===== config.mk =====
export PLATFORM = sky130hd
export DESIGN_NAME = escaped_frame_deframer
export DESIGN_NICKNAME = d
export VERILOG_FILES = /design/src/hdl/efd_pkg.sv /design/src/hdl/efd_ram.sv /design/src/hdl/efd_desc_q.sv /design/src/hdl/efd_front.sv /design/src/hdl/efd_back.sv /design/src/hdl/escaped_frame_deframer.sv
export SDC_FILE = /design/constraint.sdc
export NUM_CORES = 1
export LEC_CHECK = 0
export ABC_CLOCK_PERIOD_IN_PS = 6500
export BUFFER_PORTS_ARGS = -buffer_cell sky130_fd_sc_hd__clkbuf_2
export CORE_ASPECT_RATIO = 1.4
export CORE_MARGIN = 2
export CORE_UTILIZATION = 30
export CTS_CLUSTER_SIZE = 12
export DETAILED_ROUTE_END_ITERATION = 10
export HOLD_SLACK_MARGIN = 0.08
export PLACE_DENSITY = 0.51
export SLEW_MARGIN = 0
export SYNTH_ARGS = -nofsm -noshare
export SYNTH_HDL_FRONTEND = slang
export SYNTH_HIERARCHICAL = 1
export SYNTH_SLANG_ARGS = --single-unit

===== constraint.sdc =====
create_clock -name clk -period 6.5 [get_ports clk]
set_input_delay 0.325 -clock clk [delete_from_list [all_inputs] [get_ports clk]]
set_output_delay 0.325 -clock clk [all_outputs]
set_load 0.005 [all_outputs]

===== src/hdl/efd_pkg.sv =====
`default_nettype none
package efd_pkg;

  localparam int MAX_PAYLOAD_DEF = 64;
  localparam int BYTE_W          = 8;
  localparam int LEN_W           = 7;
  localparam int POS_W           = 6;
  localparam int CFG_IDX_W       = 2;

  localparam logic [BYTE_W-1:0] START_RST  = 8'd0;
  localparam logic [BYTE_W-1:0] END_RST    = 8'd1;
  localparam logic [BYTE_W-1:0] ESCAPE_RST = 8'd2;
  localparam logic [LEN_W-1:0]  MAXLEN_RST = 7'd64;

  typedef enum logic [CFG_IDX_W-1:0] {
    CFG_START  = 2'd0,
    CFG_END    = 2'd1,
    CFG_ESCAPE = 2'd2,
    CFG_MAXLEN = 2'd3
  } cfg_idx_t;

  // One completed frame waiting in a buffer bank
  typedef struct packed {
    logic [BYTE_W-1:0] kind;
    logic [LEN_W-1:0]  len;
    logic              bank;
  } desc_t;

  // One result item
  typedef struct packed {
    logic [BYTE_W-1:0] kind;
    logic [BYTE_W-1:0] data;
    logic [POS_W-1:0]  pos;
    logic [LEN_W-1:0]  len;
    logic              last;
  } res_t;

endpackage
`default_nettype wire


===== src/hdl/efd_ram.sv =====
`default_nettype none
module efd_ram #(
  parameter int WIDTH = 8,
  parameter int DEPTH = 128
) (
  input  wire logic                     clk,
  input  wire logic                     we,
  input  wire logic [$clog2(DEPTH)-1:0] waddr,
  input  wire logic [WIDTH-1:0]         wdata,
  input  wire logic [$clog2(DEPTH)-1:0] raddr,
  output logic      [WIDTH-1:0]         rdata
);

  logic [WIDTH-1:0] mem_r [DEPTH];

  always_ff @(posedge clk) begin
    if (we) begin
      mem_r[waddr] <= wdata;
    end
    rdata <= mem_r[raddr];
  end

endmodule
`default_nettype wire


===== src/hdl/efd_desc_q.sv =====
`default_nettype none
module efd_desc_q
  import efd_pkg::*;
(
  input  wire logic  clk,
  input  wire logic  rst_n,
  input  wire logic  push,
  input  wire desc_t din,
  input  wire logic  pop,
  output desc_t      dout,
  output logic       empty,
  output logic       full
);

  desc_t       slot_r [2];
  logic        wptr_r;
  logic        rptr_r;
  logic [1:0]  cnt_r;
  logic [1:0]  cnt_nxt;

  assign empty = (cnt_r == 2'd0);
  assign full  = (cnt_r == 2'd2);
  assign dout  = slot_r[rptr_r];

  always_comb begin
    cnt_nxt = cnt_r;
    if (push && !pop) begin
      cnt_nxt = cnt_r + 2'd1;
    end else if (pop && !push) begin
      cnt_nxt = cnt_r - 2'd1;
    end
  end

  always_ff @(posedge clk) begin
    if (push) begin
      slot_r[wptr_r] <= din;
    end
  end

  always_ff @(posedge clk) begin
    if (!rst_n) begin
      wptr_r <= 1'b0;
      rptr_r <= 1'b0;
      cnt_r  <= 2'd0;
    end else begin
      if (push) begin
        wptr_r <= ~wptr_r;
      end
      if (pop) begin
        rptr_r <= ~rptr_r;
      end
      cnt_r <= cnt_nxt;
    end
  end

endmodule
`default_nettype wire


===== src/hdl/efd_front.sv =====
`default_nettype none
module efd_front
  import efd_pkg::*;
#(
  parameter int MAX_PAYLOAD = MAX_PAYLOAD_DEF,
  parameter int IW          = (MAX_PAYLOAD > 1) ? $clog2(MAX_PAYLOAD) : 1
) (
  input  wire logic                 clk,
  input  wire logic                 rst_n,
  input  wire logic                 cfg_valid,
  input  wire logic [CFG_IDX_W-1:0] cfg_index,
  input  wire logic [BYTE_W-1:0]    cfg_wdata,
  input  wire logic                 in_push,
  input  wire logic [BYTE_W-1:0]    in_rx_data,
  input  wire logic                 dq_full,
  output logic                      ram_we,
  output logic      [IW:0]          ram_waddr,
  output logic      [BYTE_W-1:0]    ram_wdata,
  output logic                      dq_push,
  output desc_t                     dq_din
);

  typedef enum logic [1:0] {
    STEP_OK,
    STEP_ERROR,
    STEP_END
  } step_t;

  typedef struct packed {
    logic              in_frame;
    logic              esc;
    logic              await_kind;
    logic [LEN_W-1:0]  fill;
    logic [BYTE_W-1:0] kind;
  } pstate_t;

  typedef struct packed {
    pstate_t s;
    step_t   r;
    logic    store;
  } presult_t;

  logic [BYTE_W-1:0] start_r;
  logic [BYTE_W-1:0] end_r;
  logic [BYTE_W-1:0] escp_r;
  logic [LEN_W-1:0]  maxlen_r;
  pstate_t           st_r;
  pstate_t           st_nxt;
  logic              bank_r;
  logic [LEN_W-1:0]  lim;
  presult_t          p1;
  presult_t          p2;
  logic              accept;

  function automatic pstate_t clear_fn(input pstate_t s);
    pstate_t c;
    c            = s;
    c.in_frame   = 1'b0;
    c.esc        = 1'b0;
    c.await_kind = 1'b0;
    c.fill       = '0;
    return c;
  endfunction

  function automatic presult_t parse_fn(
    input pstate_t           s,
    input logic [BYTE_W-1:0] x,
    input logic [BYTE_W-1:0] st_c,
    input logic [BYTE_W-1:0] en_c,
    input logic [BYTE_W-1:0] es_c,
    input logic [LEN_W-1:0]  lim_c
  );
    presult_t res;
    res.s     = s;
    res.r     = STEP_OK;
    res.store = 1'b0;
    if (s.in_frame && s.esc) begin
      if (x > es_c || s.fill >= lim_c) begin
        res.r = STEP_ERROR;
      end else begin
        res.store  = 1'b1;
        res.s.fill = s.fill + 1'b1;
        res.s.esc  = 1'b0;
      end
    end else if (s.in_frame && x == es_c) begin
      res.s.esc = 1'b1;
    end else if (!s.in_frame && x == st_c) begin
      res.s.in_frame   = 1'b1;
      res.s.await_kind = 1'b1;
      res.s.fill       = '0;
    end else if (s.in_frame && x == en_c) begin
      res.r = STEP_END;
    end else if (s.in_frame && s.await_kind && x > es_c) begin
      res.s.kind       = x;
      res.s.await_kind = 1'b0;
    end else if (s.in_frame && x > es_c && s.fill < lim_c) begin
      res.store  = 1'b1;
      res.s.fill = s.fill + 1'b1;
    end else begin
      res.r = STEP_ERROR;
    end
    return res;
  endfunction

  assign accept = in_push && !dq_full;
  assign lim    = (maxlen_r > LEN_W'(MAX_PAYLOAD)) ? LEN_W'(MAX_PAYLOAD) : maxlen_r;

  // Second pass re-examines the same byte from idle after an error
  assign p1 = parse_fn(st_r, in_rx_data, start_r, end_r, escp_r, lim);
  assign p2 = parse_fn(clear_fn(st_r), in_rx_data, start_r, end_r, escp_r, lim);

  always_comb begin
    st_nxt = p1.s;
    if (p1.r == STEP_ERROR) begin
      st_nxt = p2.s;
      if (p2.r == STEP_ERROR) begin
        st_nxt = clear_fn(p2.s);
      end
    end else if (p1.r == STEP_END) begin
      st_nxt = clear_fn(p1.s);
    end
  end

  assign ram_we      = accept && p1.store && (p1.r == STEP_OK);
  assign ram_waddr   = {bank_r, st_r.fill[IW-1:0]};
  assign ram_wdata   = in_rx_data;
  assign dq_push     = accept && (p1.r == STEP_END);
  assign dq_din.kind = st_r.kind;
  assign dq_din.len  = st_r.fill;
  assign dq_din.bank = bank_r;

  always_ff @(posedge clk) begin
    if (!rst_n) begin
      start_r  <= START_RST;
      end_r    <= END_RST;
      escp_r   <= ESCAPE_RST;
      maxlen_r <= MAXLEN_RST;
    end else if (cfg_valid) begin
      unique case (cfg_idx_t'(cfg_index))
        CFG_START:  start_r  <= cfg_wdata;
        CFG_END:    end_r    <= cfg_wdata;
        CFG_ESCAPE: escp_r   <= cfg_wdata;
        CFG_MAXLEN: maxlen_r <= cfg_wdata[LEN_W-1:0];
        default: ;
      endcase
    end
  end

  always_ff @(posedge clk) begin
    if (!rst_n) begin
      st_r   <= '0;
      bank_r <= 1'b0;
    end else if (accept) begin
      st_r <= st_nxt;
      // switch to the other bank once a frame is handed off
      if (p1.r == STEP_END) begin
        bank_r <= ~bank_r;
      end
    end
  end

endmodule
`default_nettype wire


===== src/hdl/efd_back.sv =====
`default_nettype none
module efd_back
  import efd_pkg::*;
#(
  parameter int MAX_PAYLOAD = MAX_PAYLOAD_DEF,
  parameter int IW          = (MAX_PAYLOAD > 1) ? $clog2(MAX_PAYLOAD) : 1
) (
  input  wire logic              clk,
  input  wire logic              rst_n,
  input  wire desc_t             dq_dout,
  input  wire logic              dq_empty,
  output logic                   dq_pop,
  output logic      [IW:0]       ram_raddr,
  input  wire logic [BYTE_W-1:0] ram_rdata,
  input  wire logic              out_pop,
  output logic                   out_empty,
  output logic      [BYTE_W-1:0] out_frame_kind,
  output logic      [BYTE_W-1:0] out_payload_byte,
  output logic      [POS_W-1:0]  out_byte_position,
  output logic      [LEN_W-1:0]  out_frame_length,
  output logic                   out_last_of_frame
);

  logic [POS_W-1:0]  idx_r;
  logic [LEN_W-1:0]  run_len;
  logic              issue;
  logic              last;
  logic              pv_r;
  logic [BYTE_W-1:0] pkind_r;
  logic [POS_W-1:0]  ppos_r;
  logic [LEN_W-1:0]  plen_r;
  logic              plast_r;
  res_t              ofifo_r [2];
  res_t              push_item;
  res_t              head;
  logic              owp_r;
  logic              orp_r;
  logic [1:0]        ocnt_r;
  logic [1:0]        ocnt_nxt;
  logic              opop;

  // an empty frame still gives one result
  assign run_len   = (dq_dout.len == '0) ? LEN_W'(1) : dq_dout.len;
  assign last      = ((LEN_W'(idx_r) + LEN_W'(1)) == run_len);
  assign issue     = !dq_empty && ((ocnt_r + {1'b0, pv_r}) < 2'd2);
  assign dq_pop    = issue && last;
  assign ram_raddr = {dq_dout.bank, idx_r[IW-1:0]};

  always_ff @(posedge clk) begin
    if (!rst_n) begin
      idx_r <= '0;
      pv_r  <= 1'b0;
    end else begin
      pv_r <= issue;
      if (issue) begin
        idx_r <= last ? '0 : idx_r + 1'b1;
      end
    end
  end

  always_ff @(posedge clk) begin
    if (issue) begin
      pkind_r <= dq_dout.kind;
      ppos_r  <= idx_r;
      plen_r  <= dq_dout.len;
      plast_r <= last;
    end
  end

  always_comb begin
    push_item.kind = pkind_r;
    push_item.data = (plen_r == '0) ? '0 : ram_rdata;
    push_item.pos  = ppos_r;
    push_item.len  = plen_r;
    push_item.last = plast_r;
  end

  assign opop      = out_pop && !out_empty;
  assign out_empty = (ocnt_r == 2'd0);
  assign head      = ofifo_r[orp_r];

  assign out_frame_kind    = head.kind;
  assign out_payload_byte  = head.data;
  assign out_byte_position = head.pos;
  assign out_frame_length  = head.len;
  assign out_last_of_frame = head.last;

  always_comb begin
    ocnt_nxt = ocnt_r;
    if (pv_r && !opop) begin
      ocnt_nxt = ocnt_r + 2'd1;
    end else if (opop && !pv_r) begin
      ocnt_nxt = ocnt_r - 2'd1;
    end
  end

  always_ff @(posedge clk) begin
    if (pv_r) begin
      ofifo_r[owp_r] <= push_item;
    end
  end

  always_ff @(posedge clk) begin
    if (!rst_n) begin
      owp_r  <= 1'b0;
      orp_r  <= 1'b0;
      ocnt_r <= 2'd0;
    end else begin
      if (pv_r) begin
        owp_r <= ~owp_r;
      end
      if (opop) begin
        orp_r <= ~orp_r;
      end
      ocnt_r <= ocnt_nxt;
    end
  end

endmodule
`default_nettype wire


===== src/hdl/escaped_frame_deframer.sv =====
// Byte-stuffed frame deframer.
// Input: one received byte per item on in_rx_data, taken when in_push is high
// and in_full is low. Frames are START, TYPE, payload, END; payload bytes at or
// below the escape code come behind an escape byte.
// Results: one item per payload byte (or one with frame_length zero for an
// empty frame), shown while out_empty is low and taken with out_pop.
// Configuration: cfg_index/cfg_wdata written when cfg_valid is high; cfg_ready
// is always high. Write only while the block is idle.
// Throughput: the parser takes one byte every cycle while in_full is low.
// Payload sits in a two-bank buffer memory, so one frame can be received while
// the previous one is read out; in_full rises only while both banks hold frames
// not yet read. Readout is paced by the two-entry result queue: a byte is read
// only while queue and read stage hold under two results. After END is taken,
// the descriptor is queued, then the first byte is read and enters the queue.
// Reset: delimiters return to 0/1/2, max_length to 64, buffers and result
// queue empty. A stalled receiver (out_pop low) holds the current result;
// readout stops, and input stalls once both banks are full.
`default_nettype none
module escaped_frame_deframer
  import efd_pkg::*;
#(
  parameter int MAX_PAYLOAD = MAX_PAYLOAD_DEF
) (
  input  wire logic                 clk,
  input  wire logic                 rst_n,
  input  wire logic                 cfg_valid,
  output logic                      cfg_ready,
  input  wire logic [CFG_IDX_W-1:0] cfg_index,
  input  wire logic [BYTE_W-1:0]    cfg_wdata,
  input  wire logic                 in_push,
  output logic                      in_full,
  input  wire logic [BYTE_W-1:0]    in_rx_data,
  input  wire logic                 out_pop,
  output logic                      out_empty,
  output logic      [BYTE_W-1:0]    out_frame_kind,
  output logic      [BYTE_W-1:0]    out_payload_byte,
  output logic      [POS_W-1:0]     out_byte_position,
  output logic      [LEN_W-1:0]     out_frame_length,
  output logic                      out_last_of_frame
);

  localparam int IW    = (MAX_PAYLOAD > 1) ? $clog2(MAX_PAYLOAD) : 1;
  localparam int DEPTH = 2 * (1 << IW);

  logic              ram_we;
  logic [IW:0]       ram_waddr;
  logic [BYTE_W-1:0] ram_wdata;
  logic [IW:0]       ram_raddr;
  logic [BYTE_W-1:0] ram_rdata;
  logic              dq_push;
  logic              dq_pop;
  logic              dq_empty;
  logic              dq_full;
  desc_t             dq_din;
  desc_t             dq_dout;

  assign cfg_ready = 1'b1;
  assign in_full   = dq_full;

  efd_front #(
    .MAX_PAYLOAD (MAX_PAYLOAD),
    .IW          (IW)
  ) u_front (
    .clk        (clk),
    .rst_n      (rst_n),
    .cfg_valid  (cfg_valid),
    .cfg_index  (cfg_index),
    .cfg_wdata  (cfg_wdata),
    .in_push    (in_push),
    .in_rx_data (in_rx_data),
    .dq_full    (dq_full),
    .ram_we     (ram_we),
    .ram_waddr  (ram_waddr),
    .ram_wdata  (ram_wdata),
    .dq_push    (dq_push),
    .dq_din     (dq_din)
  );

  efd_ram #(
    .WIDTH (BYTE_W),
    .DEPTH (DEPTH)
  ) u_ram (
    .clk   (clk),
    .we    (ram_we),
    .waddr (ram_waddr),
    .wdata (ram_wdata),
    .raddr (ram_raddr),
    .rdata (ram_rdata)
  );

  efd_desc_q u_desc_q (
    .clk   (clk),
    .rst_n (rst_n),
    .push  (dq_push),
    .din   (dq_din),
    .pop   (dq_pop),
    .dout  (dq_dout),
    .empty (dq_empty),
    .full  (dq_full)
  );

  efd_back #(
    .MAX_PAYLOAD (MAX_PAYLOAD),
    .IW          (IW)
  ) u_back (
    .clk               (clk),
    .rst_n             (rst_n),
    .dq_dout           (dq_dout),
    .dq_empty          (dq_empty),
    .dq_pop            (dq_pop),
    .ram_raddr         (ram_raddr),
    .ram_rdata         (ram_rdata),
    .out_pop           (out_pop),
    .out_empty         (out_empty),
    .out_frame_kind    (out_frame_kind),
    .out_payload_byte  (out_payload_byte),
    .out_byte_position (out_byte_position),
    .out_frame_length  (out_frame_length),
    .out_last_of_frame (out_last_of_frame)
  );

endmodule
`default_nettype wire


After elaboration in Yosys (flattened, before gate mapping)
Memory sizes are Yosys's and may differ from the RTL's. A register that Yosys moved wholly into a read port is not among the register bits.
Index checks and enable logic that the tools add are counted.
- logic and storage cells: 162
- bits in latches: 0
- output and inout bits: 33
- RAM bits: 1116
- ROM bits: 0
- memories: 3
- register bits: 87
- memory list (memory ; depth ; width ; read ports ; clocked after memory_dff ; wr ports ; line ; RTL):
    u_ram.mem_r ; 128 ; 8 ; 1 ; 1 ; 1 ; efd_ram.sv:14 ; logic [WIDTH-1:0] mem_r [DEPTH];
    u_back.ofifo_r ; 2 ; 30 ; 1 ; 1 ; 1 ; efd_back.sv:33 ; res_t ofifo_r [2];
    u_desc_q.slot_r ; 2 ; 16 ; 1 ; 1 ; 1 ; efd_desc_q.sv:15 ; desc_t slot_r [2];
- muxes and demuxes: 50
- bitwise logic cells: 6
- reduce and logical (&&, ||, !) cells: 50
- order comparisons: 5
- eq/ne operators: 18
- div/mod/pow operators: 0
- add/subtract/negate cells: 8
- shifts and indexed selects: 0
- multipliers: 0
- operators by type and width (operator ; count):
    $mux 18 ; 3
    $mux 7 ; 6
    $mux 8 ; 5
    $mux 1 ; 25
    $eq 8x8->1 ; 3
    $logic_and 1x1->1 ; 19
    $mux 19 ; 1
    $mux 16 ; 1
    $logic_not 7->1 ; 2
    $mux 2 ; 6
    $reduce_and 2->1 ; 6
    $mux 11 ; 1
    $ne 5x3->1 const B ; 2
    $eq 2x2->1 const B ; 4
    $gt 8x8->1 ; 1
    $logic_not 1->1 ; 8
    $logic_not 2->1 ; 4
    $ne 4x3->1 const B ; 2
    $reduce_bool 4->1 ; 2
    $add 6x1->7 const B ; 1
    $add 7x1->7 const B ; 1
    $eq 7x7->1 ; 1
    $ge 7x7->1 ; 1
    $gt 7x7->1 const B ; 1
    other kinds (21) ; 31

Longest topological paths before layout
Gate-level depths: netlist of the first run.
- depth in word-level cells: 16
- gate-level depth with buffers: 17

Modules after synthesis
The synthesis of the first run kept the hierarchy.
- modules (own cells, without submodules) (module ; area an instance (um^2) ; sequential area each (um^2) ; cells each ; instances):
    efd_ram ; 39665.5 ; 30909.6 ; 1635 ; 1
    efd_back ; 3608.5 ; 2702.6 ; 209 ; 1
    efd_front ; 3075.4 ; 1001.0 ; 359 ; 1
    efd_desc_q ; 1372.6 ; 1061.0 ; 72 ; 1
    escaped_frame_deframer ; 11.3 ; 0.0 ; 2 ; 1

Worst setup path before layout of the first run
Ideal clock, no wire load.
- kind: reg2reg
- from: register u_front.maxlen_r[6]
- to: memory u_ram.mem_r[110][0], enable pin
- path slack: 3.034 ns
- stages on the path, launching flop included: 17
- arrival time: 3.096 ns
- period minus slack after synthesis: 3.466 ns
- library setup time: 0.370 ns
- required time: 6.130 ns
- cell sequence: dfxtp_1 -> inv_1 -> nand2_1 -> ha_1 -> a21oi_1 -> o21ai_0 -> nor3_1 -> o211ai_1 -> nand3_1 -> and2_1 -> ha_1 -> and3_1 -> clkbuf_1 -> nor2b_1 -> nand3_1 -> clkbuf_1 -> nor2_1
- word-level cells in the longest chain between the ends: 14
- elaborated cells between the ends (all ways): 21
- classes of those cells: order compare (3); mux (13); reduce/logical (5)
- RTL lines (item ; line ; RTL):
    from (decl) ; efd_front.sv:46 ; logic [LEN_W-1:0] maxlen_r;
    from (signal assigned) ; efd_front.sv:143 ; CFG_MAXLEN: maxlen_r <= cfg_wdata[LEN_W-1:0];
    $gt 7x7->1 ; efd_front.sv:106 ; assign lim = (maxlen_r > LEN_W'(MAX_PAYLOAD)) ? LEN_W'(MAX_PAYLOAD) : maxlen_r;
    $mux 7 * ; efd_front.sv:106 ;
    $lt 7x7->1 ; efd_front.sv:96 ; end else if (s.in_frame && x > es_c && s.fill < lim_c) begin
    $logic_and 1x1->1 ; efd_front.sv:96 ;
    $mux 1 ; efd_front.sv:96 ;
    $mux 2 ; efd_front.sv:93 ; end else if (s.in_frame && s.await_kind && x > es_c) begin
    $mux 2 / $mux 1 (equally long branches) ; efd_front.sv:91 ; end else if (s.in_frame && x == en_c) begin
    $mux 11 ; efd_front.sv:87 ; end else if (!s.in_frame && x == st_c) begin
    $mux 19 ; efd_front.sv:85 ; end else if (s.in_frame && x == es_c) begin
    $mux 3 * ; efd_front.sv:77 ; if (s.in_frame && s.esc) begin
    $logic_not 2->1 / $logic_and 1x1->1 (equally long branches) ; efd_front.sv:124 ; assign ram_we = accept && p1.store && (p1.r == STEP_OK);
    $logic_and 1x1->1 * ; efd_front.sv:124 ;
    named net ram_we ; escaped_frame_deframer.sv:45 ; logic ram_we;
    $mux 1 * ; efd_ram.sv:17 ; if (we) begin
    $mux 1 (not written as such) * ; efd_ram.sv:18 ; mem_r[waddr] <= wdata;
    to (decl) ; efd_ram.sv:14 ;
The timed path passes the listed nets; every way through them passes the cells marked *. The select of a mux whose other input is x is not followed.

Worst setup path in the final report of the first run
- from: register u_front.st_r (netlist bit u_front/dq_din[5])
- to: memory u_ram.mem_r[123][3], enable pin
- word-level cells in the longest chain between the ends: 12
- elaborated cells between the ends (all ways): 19
- classes of those cells: order compare (2); mux (12); reduce/logical (5)
- RTL lines (item ; line ; RTL):
    from (decl) ; efd_front.sv:47 ; pstate_t st_r;
    from (signal assigned) ; efd_front.sv:154 ; st_r <= st_nxt;
    $lt 7x7->1 ; efd_front.sv:96 ;
    $logic_and 1x1->1 ; efd_front.sv:96 ;
    $mux 1 ; efd_front.sv:96 ;
    $mux 2 ; efd_front.sv:93 ;
    $mux 2 / $mux 1 (equally long branches) ; efd_front.sv:91 ;
    $mux 11 ; efd_front.sv:87 ;
    $mux 19 ; efd_front.sv:85 ;
    $mux 3 * ; efd_front.sv:77 ;
    $logic_not 2->1 / $logic_and 1x1->1 (equally long branches) ; efd_front.sv:124 ;
    $logic_and 1x1->1 * ; efd_front.sv:124 ;
    named net ram_we ; escaped_frame_deframer.sv:45 ;
    $mux 1 * ; efd_ram.sv:17 ;
    $mux 1 (not written as such) * ; efd_ram.sv:18 ;
Marks and branches as above.

==> impl_metrics.ini, run 1 <==
[outcome]
status = completed

[global_routing]
grt_max_degree = 103
grt_use_total_pct = 14.3
antenna_found_initial = 1
grt_pass1_wl_um = 170000
grt_pass1_vias = 23900
grt_remaining_overflow = 0

[sta]
post-route-min-period_ns = 5.02
hold_ws_ns = 0.145
setup_viol = 0
slew_viol_final = 0
grt_setup_unrepaired = no
post-route-period-util_pct = 77.2
hold_viol = 0
clock-skew-final_ns = 0.0371
slew_headroom_pct = 14.5
fin_tns_setup_ns = 0
tightest_slew_ns = 1.27
fmax_mhz = 199

[yosys]
synth_simple_gate_area_share_pct = 3.45
syn_inst = 2277
synthAdderAreaFrac_pct = 0.577
synth-xor-area-share_pct = 0.679
synth_ff_type = edfxtp_1
ys.warnings.count = 6
synth_cell_types = 64
postSynthAreaPerCell_um2 = 21.0
synth_compound_area_share_pct = 0.999
syn-num-nets = 2322
synthArstFlopShare_pct = 0
synth_edf_count = 1138
yosysSeqAreaShare_pct = 74.7
synth_top_family_by_area = multiplexers
synth-seq-cells = 1213
syn-cell-area_mm2 = 0.0477
muxShareOfSynthArea_pct = 17.8

[drt]
vias = 22300
drc = 0
met3_length_um = 4600
highest_layer = met5
detail_route.wl_per_cell_um = 25.5
routed_via_density = 4.88
wirelength_um = 116000
first_pass_iters = 5
wl_met1_um = 45300
postRouteAntennaNets = 0
first_iter_violations = 1944
wl_met2_um = 62900

[floorplan]
rows = 173
die_area_mm2 = 0.162
start_util_pct = 30.1
placeableCoreArea_mm2 = 0.158
die_w_um = 341
io_pins = 56
die_height_um = 476

[clock_network]
clk_pin_slew_worst_paths_ns = 0.06
clock_tree.root_cell = clkbuf_16
cts_buffer_depth = 3
clock_latency_ns = 0.75
cts_setup_buffers = 0
htreeDepth = 3
numCtsBuffers = 119
cts_sinks = 1213
cts_tree = built

[flow_run]
maxCapViolCount = 0

[worst_setup_path]
crit_chain = ha_1 -> a21oi_1 -> o21ai_0 -> nor3_1 -> o211ai_1 -> nand3_1 -> and2_1 -> ha_1 -> and3_1 -> nand3_1 -> buf_4 -> nor2_1
critPathLaunchType = flop
critPathArrivalTime_ns = 5.37
crit_required_ns = 6.85
path_buf_inv = 1
slowest_delay_ns = 0.76
slowest_stage = nand3_1
end_kind = flop
critPathTopFamily = simple AND/OR/NAND/NOR gates
worstPathMaxFanout = 16
worst-setup-path-type = reg -> reg

[layout]
fin_area_mm2 = 0.0540
n_antenna_cell = 0
drive_gt1_share_pct = 26.9
final_util_pct = 34.1
layoutNonFillerInstCount = 4559
area_growth_pct = 13.1
layout.nets = 2428

[placement]
post-dp-hpwl_um = 73700
io_buffers = 54
gp_congestion = 0.835
dpl_cell_area_mm2 = 0.0504
dp_cells = 4338

[min_path]
min_path_type = in -> reg

[pwr]
powerDensity_mw_per_mm2 = 280
cellLeakagePower_nw = 16.0
vdd_drop_max_mv = 0.211
-- path summary, 6_finish.rpt --
path                                         from                     to  cells after the start  slack [ns]
worst max-delay path            u_front/dq_din[5]    u_ram/mem_r[123][3]                     12        1.48
worst min-delay path                    cfg_valid      u_front/escp_r[4]                      5        0.14
worst max register to register  u_front/dq_din[5]    u_ram/mem_r[123][3]                     12        1.48
worst min register to register  u_back/pkind_r[5]  u_back/ofifo_r[1][27]                      0        0.45
-- worst min-delay path: stages --
cell and delay [ns]:
clkbuf_2 0.11, nand2_1 0.08, nor2_1 0.15, nand2_1 0.11
a21oi_1 0.05
-- cell families after synthesis --
group / count (synthesis)
compound gates: 74
other cells: 1
mux: 424
buf+inv: 158
flops: 1213
fa+ha+maj: 22
xor+xnor: 37
simple gates: 348
-- through the flow --
step	power [mW]	worst slack, ns
after floorplan	8.89	3.03
after global placement	9.04	1.30
after detailed placement	9.05	1.31
after CTS	15.3	1.46
after global routing	15.6	1.18
final	15.1	1.48
-- flip-flops by register name (all words and copies together), names as in the netlist, 15 cells and up, named ones only --
signal           cells
u_desc_q/slot_r     32
u_back/ofifo_r      60
u_ram/mem_r       1024
u_front/dq_din      15
-- report_power, final --
part	internal, mW	total (mW)	switching [mW]
registers	8.53	8.55	0.0124
logic	0.106	0.337	0.231
clock network	3.40	6.24	2.84
-- timing repair --
action                                  4_1_cts  5_1_grt
hold buffers                                 24        0
gates resized for setup                       0        0
endpoints found under the hold margin        89        0
endpoints found under the setup margin        0        0
-- cells in the final DEF (no fill, tap or decap), drive strengths merged, types with 14 or more instances in the layout --
cell type    count
clkbuf         212
inv             21
dlygate4sd3     24
dfxtp           75
edfxtp        1138
buf             56
o21ai           14
mux4           336
and2            16
mux2i           34
nor2           171
mux2            54
xor2            25
nand3           19
nor3            19
a21oi           29
clkinv          24
nand2           53
ha              22
-- per-layer routing --
metal	vias up	global-route usage [%]
met2	571	26.5
met3	169	2.00
met1	12000	16.9
li1	9494	-
met4	2	4.69
met5	-	0
-- cells in the mapped netlist, types with 2 or more instances --
| cell | count | area [um2] |
|---|---|---|
| and2_1 | 16 | 100 |
| buf_6 | 4 | 45.0 |
| nand4_1 | 7 | 43.8 |
| edfxtp_1 | 1138 | 34200 |
| a21oi_1 | 28 | 140 |
| mux4_2 | 336 | 7570 |
| o31ai_1 | 4 | 30.0 |
| clkbuf_1 | 55 | 206 |
| nor3_1 | 19 | 95.1 |
| nand4_2 | 2 | 25.0 |
| nor2_1 | 171 | 642 |
| ha_1 | 22 | 275 |
| mux2_2 | 54 | 608 |
| xor2_1 | 25 | 219 |
| nand4b_1 | 4 | 35.0 |
| nand3b_1 | 4 | 30.0 |
| nor2b_1 | 13 | 81.3 |
| a211o_1 | 3 | 26.3 |
| a31oi_1 | 2 | 12.5 |
| buf_2 | 18 | 90.1 |
| and2b_1 | 2 | 15.0 |
| nor4_1 | 2 | 12.5 |
| nand2_1 | 53 | 199 |
| and3_1 | 3 | 18.8 |
| mux2i_1 | 34 | 340 |
| o211ai_1 | 7 | 52.6 |
| dfxtp_1 | 75 | 1500 |
| o21ai_0 | 14 | 70.1 |
| xnor2_1 | 12 | 105 |
| buf_4 | 45 | 338 |
| nand3_1 | 18 | 90.1 |
| inv_1 | 16 | 60.1 |
| buf_1 | 19 | 71.3 |
| nand2b_1 | 8 | 50.1 |
| nor4_2 | 2 | 25.0 |
| or3_1 | 5 | 31.3 |
| or2_2 | 6 | 37.5 |
| or4_1 | 5 | 37.5 |
-- layout make-up --
cell class | instances | area [um2]
inverters | 17 | 63.8
well taps | 2100 | 2630
flip-flops and latches | 1213 | 35700
repair buffers | 126 | 953
clock inverters | 31 | 214
clock buffers | 166 | 3190
fillers | 14800 | 104000
multi-input cells | 906 | 11300
Note: power is estimated with default switching activity, not from simulation.
==> run 2: changes to the inputs <==
ABC_CLOCK_PERIOD_IN_PS = 4200   (was 6500)
PLACE_DENSITY = 0.52   (was 0.51)
clock period = 4.2 ns   (was 6.5 ns; I/O delays follow)
==> impl_metrics.ini, run 2 (same netlist as run 1, synthesis figures left out) <==
[drt]
postRouteAntennaNets = 0
drc = 0
first_iter_violations = 1867
first_pass_iters = 5
detail_route.wl_per_cell_um = 24.8
routed_via_density = 4.81
wirelength_um = 117000
vias = 22600

[flow_run]
maxCapViolCount = 0

[layout]
layout.nets = 2594
top_regs = u_ram/mem_r (1024), u_back/ofifo_r (60), u_desc_q/slot_r (32)
area_growth_pct = 15.6
drive_gt1_share_pct = 31.0
largest_reg_flops = 1024
registers.top_by_ff_count = u_ram/mem_r
final_common_cell = edfxtp_1
most-common-layout-cells = edfxtp_1, mux4_2, buf_4, nor2_1, clkbuf_16
fin_area_mm2 = 0.0552

[clock_network]
cts_setup_buffers = 0
cts_tree = built
clock_tree.root_cell = clkbuf_16
clock_latency_ns = 0.74
numCtsBuffers = 114
htreeDepth = 3
clk_pin_slew_worst_paths_ns = 0.06
cts_sinks = 1213
cts_buffer_depth = 3

[sta]
fin_tns_setup_ns = 0
post-route-period-util_pct = 91.7
grt_setup_unrepaired = no
clock-skew-final_ns = 0.0382
setup_viol = 0
tightest_slew_ns = 1.06
fmax_mhz = 260
slew_headroom_pct = 29.4
hold_viol = 0
post-route-min-period_ns = 3.85
slew_viol_final = 0

[floorplan]
die_area_mm2 = 0.162
die_height_um = 476
io_pins = 56
placeableCoreArea_mm2 = 0.158
die_w_um = 341
rows = 173
start_util_pct = 30.1

[outcome]
status = completed

[worst_setup_path]
end_kind = flop
critPathArrivalTime_ns = 4.27
crit_required_ns = 4.62
worstPathMaxFanout = 8
critPathLaunchType = flop
worst-setup-path-type = reg -> reg

[global_routing]
grt_pass1_vias = 24200
grt_use_total_pct = 14.4
grt_pass1_wl_um = 171000
grt_max_degree = 130
antenna_found_initial = 1
grt_remaining_overflow = 0

[placement]
dpl_cell_area_mm2 = 0.0517
io_buffers = 54
post-dp-hpwl_um = 76100
gp_congestion = 0.813

[pwr]
p_int_mw = 18.4
p_switching_mw = 4.57
powerDensity_mw_per_mm2 = 417
cellLeakagePower_nw = 16.8
power_frac_seq_pct = 57.5
vdd_drop_max_mv = 0.293
p_clk_share_pct = 40.2
p_sw_share_pct = 19.9
combPwrFrac_pct = 2.3

[min_path]
min_path_type = in -> reg
-- run 2: cell types whose count changed in the layout (fill, tap and decap cells not counted), moves of 3 or more --
cell / previous run / this run
buf_12: 5 / 15
buf_4: 51 / 204
clkbuf_1: 43 / 31
clkbuf_8: 4 / 0
clkinv_1: 11 / 6
clkinv_2: 13 / 3
diode_2: 0 / 3
dlygate4sd3_1: 24 / 32
inv_16: 4 / 1
-- run 2: area by class of cell --
class,count,area [um2]
fill,14700,103000
tap,2100,2630
timing repair buffer,297,2380
antenna,3,7.51
inverter,17,63.8
clock buffer,148,3040
sequential,1213,35700
clock inverter,14,133
multi-input combinational,906,11300
-- run 2: routing by layer --
layer	wire, um	vias up	share of wire, %	GRT usage (%)
met5	0	-	0	0
li1	-	9802	-	-
met3	4400	127	3.8	1.90
met1	44100	12200	38	16.4
met4	2700	0	2.3	4.10
met2	65400	500	56	27.8
-- run 2: timing repair --
action                     4_1_cts  5_1_grt
setup endpoints to repair        0        0
hold buffers                    32        0
gates resized for setup          0        0
hold endpoints to repair        51        0
-- run 2: critical path, cell delays in order (launching register included) --
cell and delay [ns]:
dfxtp_1 0.32, inv_1 0.14, nand2_1 0.08, ha_1 0.30
a21oi_1 0.18, o21ai_0 0.16, nor3_1 0.23, o211ai_1 0.20
nand3_1 0.13, and2_1 0.16, ha_1 0.14, and3_1 0.33
nor2b_1 0.30, nand2_1 0.28, buf_4 0.29, nor2_1 0.11
buf_4 0.21
-- run 2: worst paths after layout --
kind | start | endpoint | slack (ns) | depth (start not counted)
setup reg to reg | u_front/maxlen_r[6] | u_ram/mem_r[120][7] | 0.35 | 16
setup / recovery | u_front/maxlen_r[6] | u_ram/mem_r[120][7] | 0.35 | 16
hold / removal | in_rx_data[0] | u_front/dq_din[8] | 0.14 | 4
hold reg to reg | u_back/ppos_r[3] | u_back/ofifo_r[0][11] | 0.45 | 0
-- run 2: stage by stage --
stage	power [mW]	hold WS, ns	setup slack [ns]	std cells	util, %
3_3_place_gp	14.0	0.434	0.263	4501	32.6
6_report	23.0	0.139	0.347	4698	34.8
4_1_cts	23.3	0.0883	0.349	4695	34.8
5_1_grt	23.7	0.153	0.143	4696	34.8
3_5_place_dp	14.0	0.435	0.374	4501	32.6
2_1_floorplan	13.8	0.328	0.734	2277	-
-- run 2: power by group through the flow --
stage	clock [mW]	combinational [mW]	sequential, mW
after floorplan	0	0.279	13.5
after global placement	0	0.520	13.5
after detailed placement	0	0.534	13.5
after CTS	9.50	0.552	13.2
after global routing	9.89	0.586	13.2
final	9.25	0.535	13.2
==> run 3: changes to the inputs <==
CTS_BUF_LIST = sky130_fd_sc_hd__clkbuf_16   (was unset)
MAX_ROUTING_LAYER = met4   (was unset)
SLEW_MARGIN = unset   (was 0)
==> impl_metrics.ini, run 3 (same netlist as run 1, synthesis figures left out) <==
[layout]
layout.nets = 2594
final_common_cell = edfxtp_1
layoutNonFillerInstCount = 4696
registers.top_by_ff_count = u_ram/mem_r
top_regs = u_ram/mem_r (1024), u_back/ofifo_r (60), u_desc_q/slot_r (32)
area_growth_pct = 15.6
drive_gt1_share_pct = 31.0
most-common-layout-cells = edfxtp_1, mux4_2, buf_4, nor2_1, clkbuf_16
largest_reg_flops = 1024

[placement]
dp_cells = 4501
io_buffers = 54
post-dp-hpwl_um = 76100
gp_congestion = 0.825

[pwr]
total_power_mw = 22.9
vdd_drop_max_mv = 0.293
cellLeakagePower_nw = 17.0
powerDensity_mw_per_mm2 = 416

[global_routing]
grt_remaining_overflow = 0
antenna_found_initial = 1
grt_pass1_vias = 24200
grt_use_total_pct = 14.8
grt_max_degree = 130
grt_pass1_wl_um = 171000

[drt]
drc = 0
first_iter_violations = 2006
first_pass_iters = 6
routed_via_density = 4.83
vias = 22700
detail_route.wl_per_cell_um = 24.8
postRouteAntennaNets = 0
wirelength_um = 117000

[sta]
clock-skew-final_ns = 0.0358
slew_viol_final = 0
setup_viol = 0
hold_ws_ns = 0.142
hold_viol = 0
post-route-period-util_pct = 91.6
fmax_mhz = 260
tightest_slew_ns = 1.07
post-route-min-period_ns = 3.85
grt_setup_unrepaired = no
fin_tns_setup_ns = 0
slew_headroom_pct = 28.8

[worst_setup_path]
critPathArrivalTime_ns = 4.26
worstPathMaxFanout = 8
critPathLaunchType = flop
end_kind = flop
crit_required_ns = 4.62
worst-setup-path-type = reg -> reg

[clock_network]
cts_setup_buffers = 0
clock_tree.root_cell = clkbuf_16
post_cts_resized = 0
cts_sinks = 1213
htreeDepth = 3
clock_latency_ns = 0.74
cts-hold-fix-buffers = 32
cts_buffer_depth = 3
cts_tree = built
numCtsBuffers = 114
clk_pin_slew_worst_paths_ns = 0.06

[min_path]
min_path_type = in -> reg

[floorplan]
io_pins = 56
rows = 173
die_w_um = 341
placeableCoreArea_mm2 = 0.158
start_util_pct = 30.1
die_area_mm2 = 0.162
die_height_um = 476

[outcome]
status = completed

[flow_run]
maxCapViolCount = 0
==> run 3: cell types whose count changed in the layout (fill, tap and decap cells not counted) <==
cell,previous run,this run
diode_2,3,1
clkbuf_1,31,0
inv_1,16,47
==> run 3: worst max-delay path, stage by stage (launching register included) <==
cell and delay, ns:
dfxtp_1 0.32, inv_1 0.14, nand2_1 0.08, ha_1 0.30, a21oi_1 0.19, o21ai_0 0.16
nor3_1 0.25, o211ai_1 0.20, nand3_1 0.13, and2_1 0.17, ha_1 0.14, and3_1 0.33
buf_4 0.22, nand3_1 0.38, nor3_1 0.32, buf_4 0.21
==> run 3: layer usage <==
metal	vias to the layer above	part of all wire, %	global-route usage (%)
met2	555	56	27.7
li1	9784	-	-
met4	0	2.6	4.36
met3	166	3.7	1.94
met5	-	0	-
met1	12200	38	16.4
==> run 3: cell type report <==
type,instances,area [um2]
Inverter,17,63.8
Fill cell,14700,103000
Multi-Input combinational cell,906,11300
Antenna cell,1,2.50
Sequential cell,1213,35700
Clock inverter,45,249
Timing Repair Buffer,297,2380
Clock buffer,117,2930
Tap cell,2100,2630
==> run 3: worst paths after layout <==
| kind | startpoint | endpoint | slack (ns) | cells after the start |
|---|---|---|---|---|
| worst max register to register | u_front/maxlen_r[6] | u_ram/mem_r[86][1] | 0.35 | 15 |
| worst min-delay path | in_rx_data[0] | u_front/dq_din[8] | 0.14 | 4 |
| worst min register to register | u_back/ppos_r[3] | u_back/ofifo_r[0][11] | 0.45 | 0 |
| worst max-delay path | u_front/maxlen_r[6] | u_ram/mem_r[86][1] | 0.35 | 15 |
==> run 3: through the flow <==
stage / worst slack, ns / instance area [um2] / utilization, %
after CTS: 0.349 / 55200 / 34.8
final: 0.353 / 55200 / 34.8
after detailed placement: 0.374 / 51700 / 32.6
after global routing: 0.142 / 55200 / 34.8
after floorplan: 0.734 / 47700 / -
after global placement: 0.263 / 51700 / 32.6
==> run 3: power breakdown <==
group / switching, mW / leakage, nW / internal (mW) / total, mW
sequential: 0.0180 / 10.8 / 13.2 / 13.2
combinational: 0.367 / 4.50 / 0.167 / 0.534
clock: 4.19 / 1.67 / 4.99 / 9.18
total: 4.58 / 17.0 / 18.4 / 22.9
